==> src/design/cte_pkg.sv <==
// ----------------------------------------------------------------------------
// Clock time/date editor package
// Shared types and codes for the time and date set editor.
// ----------------------------------------------------------------------------
`default_nettype none

package cte_pkg;

    // Event codes carried by one input word.
    typedef enum logic [1:0] {
        CMD_SET    = 2'd0,
        CMD_UP     = 2'd1,
        CMD_DOWN   = 2'd2,
        CMD_SAMPLE = 2'd3
    } t_cmd;

    // Field cursor; CUR_NONE means view mode.
    typedef enum logic [2:0] {
        CUR_HOUR    = 3'd0,
        CUR_MINUTE  = 3'd1,
        CUR_SECOND  = 3'd2,
        CUR_WEEKDAY = 3'd3,
        CUR_DATE    = 3'd4,
        CUR_MONTH   = 3'd5,
        CUR_YEAR    = 3'd6,
        CUR_NONE    = 3'd7
    } t_cursor;

    typedef struct packed {
        t_cmd        cmd;
        logic [4:0]  sample_hour;
        logic [5:0]  sample_minute;
        logic [5:0]  sample_second;
        logic [2:0]  sample_weekday;
        logic [4:0]  sample_date;
        logic [3:0]  sample_month;
        logic [6:0]  sample_year;
    } t_in_word;

    typedef struct packed {
        logic [4:0]  hour;
        logic [5:0]  minute;
        logic [5:0]  second;
        logic [2:0]  weekday;
        logic [4:0]  day_of_month;
        logic [3:0]  month;
        logic [6:0]  year;
        logic        editing;
        t_cursor     cursor;
        logic        commit;
    } t_out_word;

    // Held editor state: seven values and the cursor.
    typedef struct packed {
        logic [4:0]  hour;
        logic [5:0]  minute;
        logic [5:0]  second;
        logic [2:0]  weekday;
        logic [4:0]  date;
        logic [3:0]  month;
        logic [6:0]  year;
        t_cursor     cursor;
    } t_held;

endpackage

`default_nettype wire

==> src/design/cte_if.sv <==
// ----------------------------------------------------------------------------
// Clock time/date editor channels
// Valid/ready channels for event words in and result words out.
// ----------------------------------------------------------------------------
`default_nettype none

interface cte_in_if;
    logic              valid;
    logic              ready;
    cte_pkg::t_in_word data;

    modport source (output valid, output data, input ready);
    modport sink   (input valid, input data, output ready);
endinterface

interface cte_out_if;
    logic               valid;
    logic               ready;
    cte_pkg::t_out_word data;

    modport source (output valid, output data, input ready);
    modport sink   (input valid, input data, output ready);
endinterface

`default_nettype wire

==> src/design/cte_update.sv <==
// ----------------------------------------------------------------------------
// Clock time/date editor update logic
// Next held state and commit strobe for one event word.
// ----------------------------------------------------------------------------
`default_nettype none

module cte_update (
    input  cte_pkg::t_in_word i_word,
    input  cte_pkg::t_held    i_state,
    output cte_pkg::t_held    o_state,
    output logic              o_commit
);
    import cte_pkg::*;

    logic       editing;
    logic [5:0] hour_inc;
    logic [6:0] minute_inc;
    logic [6:0] second_inc;

    assign editing    = (i_state.cursor != CUR_NONE);
    assign hour_inc   = {1'b0, i_state.hour} + 6'd1;
    assign minute_inc = {1'b0, i_state.minute} + 7'd1;
    assign second_inc = {1'b0, i_state.second} + 7'd1;

    always_comb begin
        o_state  = i_state;
        o_commit = 1'b0;
        case (i_word.cmd)
            CMD_SET: begin
                if (i_state.cursor == CUR_NONE) begin
                    o_state.cursor = CUR_HOUR;
                end else if (i_state.cursor == CUR_YEAR) begin
                    o_state.cursor = CUR_NONE;
                    o_commit       = 1'b1;
                end else begin
                    o_state.cursor = t_cursor'(i_state.cursor + 3'd1);
                end
            end
            CMD_UP: begin
                case (i_state.cursor)
                    CUR_HOUR: o_state.hour = (hour_inc >= 6'd24)
                        ? 5'(hour_inc - 6'd24) : hour_inc[4:0];
                    CUR_MINUTE: o_state.minute = (minute_inc >= 7'd60)
                        ? 6'(minute_inc - 7'd60) : minute_inc[5:0];
                    CUR_SECOND: o_state.second = (second_inc >= 7'd60)
                        ? 6'(second_inc - 7'd60) : second_inc[5:0];
                    CUR_WEEKDAY: o_state.weekday = (i_state.weekday == 3'd7)
                        ? 3'd1 : i_state.weekday + 3'd1;
                    CUR_DATE: o_state.date = (i_state.date < 5'd31)
                        ? i_state.date + 5'd1 : 5'd1;
                    CUR_MONTH: o_state.month = (i_state.month < 4'd12)
                        ? i_state.month + 4'd1 : 4'd1;
                    CUR_YEAR: o_state.year = (i_state.year < 7'd99)
                        ? i_state.year + 7'd1 : 7'd0;
                    default: ;
                endcase
            end
            CMD_DOWN: begin
                case (i_state.cursor)
                    CUR_HOUR: o_state.hour = (i_state.hour > 5'd0)
                        ? i_state.hour - 5'd1 : 5'd23;
                    CUR_MINUTE: o_state.minute = (i_state.minute > 6'd0)
                        ? i_state.minute - 6'd1 : 6'd59;
                    CUR_SECOND: o_state.second = (i_state.second > 6'd0)
                        ? i_state.second - 6'd1 : 6'd59;
                    CUR_WEEKDAY: o_state.weekday = (i_state.weekday > 3'd1)
                        ? i_state.weekday - 3'd1 : 3'd7;
                    CUR_DATE: o_state.date = (i_state.date > 5'd1)
                        ? i_state.date - 5'd1 : 5'd31;
                    CUR_MONTH: o_state.month = (i_state.month > 4'd1)
                        ? i_state.month - 4'd1 : 4'd12;
                    CUR_YEAR: o_state.year = (i_state.year > 7'd0)
                        ? i_state.year - 7'd1 : 7'd99;
                    default: ;
                endcase
            end
            CMD_SAMPLE: begin
                // Samples from the clock chip only land in view mode.
                if (!editing) begin
                    o_state.hour    = i_word.sample_hour;
                    o_state.minute  = i_word.sample_minute;
                    o_state.second  = i_word.sample_second;
                    o_state.weekday = i_word.sample_weekday;
                    o_state.date    = i_word.sample_date;
                    o_state.month   = i_word.sample_month;
                    o_state.year    = i_word.sample_year;
                end
            end
            default: ;
        endcase
    end

endmodule

`default_nettype wire

==> src/design/clock_time_date_set_editor.sv <==
// ----------------------------------------------------------------------------
// Clock time and date set editor
// Button-driven editor for the seven time/date values of a clock chip.
// ----------------------------------------------------------------------------
// Usage: i_in carries one event word per handshake: a set, up or down press,
// or a time sample from the clock chip. o_out carries exactly one result word
// per event: the held values after the event, the cursor, the editing flag
// and a one-word commit strobe raised by the set press that leaves year.
// The result register loads at the edge that accepts an event, so its result
// word shows on o_out right after that edge. Throughput is one word per cycle
// while o_out.ready is high, set by the single result register: a new event is
// taken in the same cycle the previous result is taken, so ready is low only
// while a result waits and the receiver holds o_out.ready low.
// Reset (i_rst_n low, synchronous) empties the result register, puts the
// cursor in view mode and clears all held values to zero.
// While the receiver stalls, the result word holds and i_in.ready stays low;
// no event is lost or repeated.
// ----------------------------------------------------------------------------
`default_nettype none

module clock_time_date_set_editor (
    input  wire        i_clk,
    input  wire        i_rst_n,
    cte_in_if.sink     i_in,
    cte_out_if.source  o_out
);
    import cte_pkg::*;

    t_held     r_held;
    t_held     n_held;
    logic      n_commit;
    t_out_word r_out;
    logic      r_out_valid;
    logic      accept;

    assign i_in.ready = !r_out_valid || o_out.ready;
    assign accept     = i_in.valid && i_in.ready;

    cte_update u_update (
        .i_word   (i_in.data),
        .i_state  (r_held),
        .o_state  (n_held),
        .o_commit (n_commit)
    );

    always_ff @(posedge i_clk) begin
        if (!i_rst_n) begin
            r_held      <= '{hour: '0, minute: '0, second: '0, weekday: '0,
                             date: '0, month: '0, year: '0, cursor: CUR_NONE};
            r_out_valid <= 1'b0;
        end else begin
            if (accept) begin
                r_held <= n_held;
            end
            if (accept) begin
                r_out_valid <= 1'b1;
            end else if (o_out.ready) begin
                r_out_valid <= 1'b0;
            end
        end
    end

    always_ff @(posedge i_clk) begin
        if (accept) begin
            r_out.hour         <= n_held.hour;
            r_out.minute       <= n_held.minute;
            r_out.second       <= n_held.second;
            r_out.weekday      <= n_held.weekday;
            r_out.day_of_month <= n_held.date;
            r_out.month        <= n_held.month;
            r_out.year         <= n_held.year;
            r_out.editing      <= (n_held.cursor != CUR_NONE);
            r_out.cursor       <= n_held.cursor;
            r_out.commit       <= n_commit;
        end
    end

    assign o_out.valid = r_out_valid;
    assign o_out.data  = r_out;

endmodule

`default_nettype wire

==> src/flat_wrapper.sv <==
// flat-port wrapper written by rule: the top's interface ports become plain ports
module clock_time_date_set_editor_flat import cte_pkg::*;
  (i_clk, i_rst_n, i_in_valid, i_in_data, i_in_ready, o_out_valid, o_out_data, o_out_ready);
  cte_in_if i_in_i ();
  cte_out_if o_out_i ();
  input  wire i_clk;
  input  wire i_rst_n;
  input wire logic [$bits(i_in_i.valid)-1:0] i_in_valid;
  input wire logic [$bits(i_in_i.data)-1:0] i_in_data;
  output wire logic [$bits(i_in_i.ready)-1:0] i_in_ready;
  output wire logic [$bits(o_out_i.valid)-1:0] o_out_valid;
  output wire logic [$bits(o_out_i.data)-1:0] o_out_data;
  input wire logic [$bits(o_out_i.ready)-1:0] o_out_ready;
  assign i_in_i.valid = i_in_valid;
  assign i_in_i.data = i_in_data;
  assign i_in_ready = i_in_i.ready;
  assign o_out_valid = o_out_i.valid;
  assign o_out_data = o_out_i.data;
  assign o_out_i.ready = o_out_ready;
  clock_time_date_set_editor u_core (.i_clk(i_clk), .i_rst_n(i_rst_n), .i_in(i_in_i), .o_out(o_out_i));
endmodule
==> config.mk <==
export PLATFORM = sky130hd
export DESIGN_NAME = clock_time_date_set_editor_flat
export DESIGN_NICKNAME = d
export VERILOG_FILES = /design/src/design/cte_pkg.sv /design/src/design/cte_if.sv /design/src/design/cte_update.sv /design/src/design/clock_time_date_set_editor.sv /design/src/flat_wrapper.sv
export SDC_FILE = /design/constraint.sdc
export NUM_CORES = 1
export LEC_CHECK = 0
export ABC_AREA = 1
export CORE_MARGIN = 4
export CORE_UTILIZATION = 52
export DETAILED_ROUTE_END_ITERATION = 7
export DONT_BUFFER_PORTS = 1
export PLACE_DENSITY = 0.66
export SYNTH_ARGS = -nofsm -noshare
export SYNTH_HDL_FRONTEND = slang
export SYNTH_SLANG_ARGS = --single-unit
export TNS_END_PERCENT = 5
==> constraint.sdc <==
create_clock -name i_clk -period 3.1 [get_ports i_clk]
set_clock_uncertainty 0.2 [all_clocks]
set_input_delay 0.775 -clock i_clk [delete_from_list [all_inputs] [get_ports i_clk]]
set_output_delay 0.775 -clock i_clk [all_outputs]
set_load 0.03 [all_outputs]
# [Yosys cells after proc, flatten, opt, wreduce, memory -nomap -nowiden]
# Index checks and enable logic that the tools add are counted.
[classes] bitwise=1 n_addsub=18 reduce_logical=7 n_eq_ne=13 n_lt_le_gt_ge=13 n_mux=36
[ops] op="one-hot mux 36 bit (3 select lines)" n=1
[ops] op="2-to-1 mux 6 bit" n=8
[ops] op="2-to-1 mux 5 bit" n=8
[ops] op="2-to-1 mux 36 bit" n=1
[ops] op="2-to-1 mux 7 bit" n=4
[ops] op="2-to-1 mux 3 bit" n=7
[ops] op="2-to-1 mux 4 bit" n=4
[ops] op="== test 3 bit (second input constant)" n=5
[ops] op="adder 6 x 1 -> 7 bit (second input constant)" n=2
[ops] op="greater-or-equal comparator 7 x 6 -> 1 bit (second input constant)" n=2
[ops] op="> comparator 6 x 1 -> 1 bit (second input constant)" n=2
[ops] op="subtractor 6 x 1 -> 6 bit (second input constant)" n=2
[ops] op="subtractor 6 bit (second input constant)" n=2
[ops] op="> comparator 5 x 1 -> 1 bit (second input constant)" n=2
[ops] op="subtractor 5 x 1 -> 5 bit (second input constant)" n=2
[ops] op="adder 7 x 1 -> 7 bit (second input constant)" n=1
[ops] op="> comparator 7 x 1 -> 1 bit (second input constant)" n=1
[ops] op="< comparator 7 bit (second input constant)" n=1
[ops] op="subtractor 7 x 1 -> 7 bit (second input constant)" n=1
[ops] op="adder 3 x 1 -> 3 bit (second input constant)" n=2
[ops] op="adder 5 x 1 -> 6 bit (second input constant)" n=1
[ops] op="== test 3 x 2 -> 1 bit (second input constant)" n=2
[ops] op="greater-or-equal comparator 6 x 5 -> 1 bit (second input constant)" n=1
[ops] op="inequality test 3 bit (second input constant)" n=2
[ops] op="21 further kinds" n=24
[word_totals] wordCells=107 output_inout_bits=43 reg_bits=81 in_bits=42

# [Depth between registers and ports, before layout]
[depth] depth_word=5 depth_mapped=17 mapped_depth_nobuf=16

# [Cells and area by module]
# A second synthesis with hierarchy kept.
[unflattened] cells_unflattened=836 hier_area_um2=5965.7
[by_module_without_submodules] mod="clock_time_date_set_editor" instances=1 cells_each=296 area_each_um2=2987.9
[by_module_without_submodules] mod="cte_update" instances=1 cells_each=540 area_each_um2=2977.9

# [Worst setup path before layout]
# OpenSTA, ideal clock, no wires.
[synth_timing] path_kind="input to register" start="input o_out_ready" end="register u_core.r_out (netlist bit u_core.o_out.data[0]) (enable)" setup_time_ns=0.420 path_buffers=1 path_stages=5 path_slack_ns=-0.255 t_arrival_ns=2.734 path_cell_list="inv_1 nand2_1 nand2_1 clkinv_1 clkbuf_1"
[synth_via] elab_chain_len=2
[synth_lines] item="start: declaration" line="flat_wrapper.sv:13" rtl="input wire logic [$bits(o_out_i.ready)-1:0] o_out_ready;"
[synth_lines] item="logical OR 1 bit" line="clock_time_date_set_editor.sv:36" rtl="assign i_in.ready = !r_out_valid || o_out.ready;"
[synth_lines] item="via i_in_ready" line="flat_wrapper.sv:10" rtl="output wire logic [$bits(i_in_i.ready)-1:0] i_in_ready;"
[synth_lines] item="logical AND 1 bit" line="clock_time_date_set_editor.sv:37" rtl="assign accept = i_in.valid && i_in.ready;"
[synth_lines] item="via u_core.accept" line="clock_time_date_set_editor.sv:34" rtl="logic accept;"
[synth_lines] item="end: declaration" line="clock_time_date_set_editor.sv:32" rtl="t_out_word r_out;"
# The timed path passes the listed nets, and every way through them passes these cells.
# A chain may end at the register's enable or synchronous reset.

==> qor.csv <==
metric,value,unit
vias,5470,
start_util,53.7,%
die_w,111,µm
cts_max_path_buffers,2,
setup_viol,0,
path_max_fanout,16,
synth_area_per_cell,7.17,µm²
avgViaCountPerCell,6.03,
dieArea,12400,µm²
arrival,2.78,ns
power.density,480,nW/µm²
grt_pass1_wl,26100,µm
clk_pin_slew,0.08,ns
period_minus_slack,2.72,ns
nets,835,
row_count,37,
max_freq,367,MHz
netlist_area,5570,µm²
synthTopCellsByCount,"nand2_1 (164), inv_1 (98), o21ai_0 (75)",
antenna_found_initial,0,
die_y,111,µm
cts_hold_buf,0,
yosysWarningCount,0,
synth_top_cell_area_share,22.1,%
synth_largest_area_cell,edfxtp_1,
syn_nets,844,
cts_setup_buffers,0,
layout-drive-gt1-share,5.58,%
root_buffer,clkbuf_8,
grt_overflow,0,
clock_latency,0.36,ns
grt_util_met2,39.6,%
clock_sinks,81,
dp.final_hpwl,11400,µm
synth_edf_count,41,
firstDrtPassIters,5,
cts_buffers,9,
drc,0,
report.final.hold_viol_count,0,
synth_area_leaders,"edfxtp_1 (22%), dfxtp_1 (14%), nand2_1 (11%)",
max-slew-margin-rel,53.9,%
grt_max_degree,53,
drv_cap,0,
ioPinCount,85,
cts_resized,0,
start_kind,register,
ir_drop,0.220,mV
rsz0062_at_grt,false,
core-area,10400,µm²
async_flop_share,0,%
gp_congestion,0.925,
synthFlopType,edfxtp_1,
yosysMostFrequentCell,nand2_1,
n_antenna_cell,0,
track_usage,25.6,%
netlist_instances,776,
use_met1,36.6,%
syn2layout_area_growth,5.71,%
end_kind,register,
cpMaxStageDelayCell,nor2_2,
worst_pin_slew,0.691,ns
n_fill_cell,1006,
synth_seq_cells,81,
dp_slack,0.431,ns
reg2reg_slack,0.38,ns
tns,0,ns
required,3.16,ns
first_iter_violations,499,
cts_tree,yes,
htree_levels,3,
post-route-period-util,87.8,%
status,"finished, final reports clean",
io_buffers,0,
crit_family,simple AND/OR/NAND/NOR gates,
worst_slack,0.378,ns
cp_slowest_stage_delay,0.44,ns
synth.distinct_cells,40,
ys_seq_area_share,36.5,%
leakage,2.63,nW
drv_slew,0,
crit_path_cell_trace,"ha_1, ha_1, inv_1, nor2_2, inv_1, o21ai_1, o21ai_1, a22oi_1, nand2_1, o21ai_1, inv_1",
crit_type,reg -> reg,
drt_wl_total,16000,µm
busiest_layer,met2,
grt_use_met3,4.89,%
antenna_left,0,
grt_pass1_vias,5009,
routedWlPerCell,17.6,µm
hp-class,in -> reg,
crit_buf_inv,3,
## where the power goes
part | internal (mW) | switching (mW)
Clock | 0.363 | 0.385
Sequential | 1.25 | 0.199
Combinational | 0.207 | 0.422
Total | 1.82 | 1.01
## path summary, 6_finish.rpt
check,startpoint,to,cells past startpoint
setup / recovery,u_core.r_held[0],u_core.r_held[18],11
hold / removal,i_rst_n,u_core.r_held[38],2
setup reg to reg,u_core.r_held[0],u_core.r_held[18],11
hold reg to reg,u_core.r_held[35],u_core.r_held[35],2
## placed cells by master, fill, tap and decap left out, types with 2 or more instances in the layout
master	instances
nand2_1	164
buf_12	3
nor3_1	3
o21ai_0	75
clkinv_1	7
o211ai_1	12
nor2_1	40
edfxtp_1	41
nand4_1	26
a31oi_1	4
or2_2	4
buf_4	8
clkbuf_8	9
a32oi_1	3
o31ai_1	4
nand3_1	61
inv_2	8
inv_1	98
nand2_2	3
clkbuf_1	2
a22oi_1	7
dfxtp_1	40
a21oi_1	69
o22ai_1	9
a221oi_1	7
xor2_1	14
nor2_2	2
ha_1	26
o21ai_1	9
## worst reg2reg max path, cell delays in order, from the launching register on
cell     delay (ns)
dfxtp_1        0.36
ha_1           0.18
ha_1           0.27
inv_1          0.27
nor2_2         0.44
inv_1          0.21
o21ai_1        0.16
o21ai_1        0.10
a22oi_1        0.15
nand2_1        0.10
o21ai_1        0.12
inv_1          0.05
## routing by layer
| layer | vias up | part of all wire, % |
|---|---|---|
| met5 | - | 0 |
| met4 | 0 | 1.9 |
| met3 | 28 | 6.9 |
| met2 | 226 | 46 |
| met1 | 2578 | 45 |
| li1 | 2638 | - |
## stage by stage
step	hold WS, ns	total power [mW]	util (%)	area, µm²	cells
after floorplan	0.305	1.92	-	5570	776
after global placement	0.357	2.08	55.0	5710	892
after detailed placement	0.356	2.09	55.0	5710	892
after CTS	0.332	2.83	56.7	5880	907
after global routing	0.327	3.00	56.7	5880	907
final	0.342	2.82	56.7	5880	907
## area by class of cell
cell class	instances	area [µm²]	share of cell area, %
multi-input cells	553	2970	50.5
flip-flops and latches	81	2030	34.5
inverters	111	417	7.08
well taps	136	170	2.89
clock buffers	11	131	2.23
repair buffers	11	120	2.04
clock inverters	4	45.0	0.765
## registers in the layout, summed over array words and instances (netlist names)
| name | cells |
|---|---|
| u_core.o_out.valid | 1 |
| u_core.r_held | 39 |
| u_core.o_out.data | 41 |
## kinds of logic (layout without fill, tap and decap cells)
logic type	count (synthesis)	after routing	synth area share [%]
compound gates	206	206	21.0
xor+xnor	14	14	2.20
fa+ha+maj	26	26	5.84
buf+inv	142	137	10.2
flops	81	81	36.5
simple gates	307	307	24.3
No activity file was read; power rests on OpenSTA's default activity.
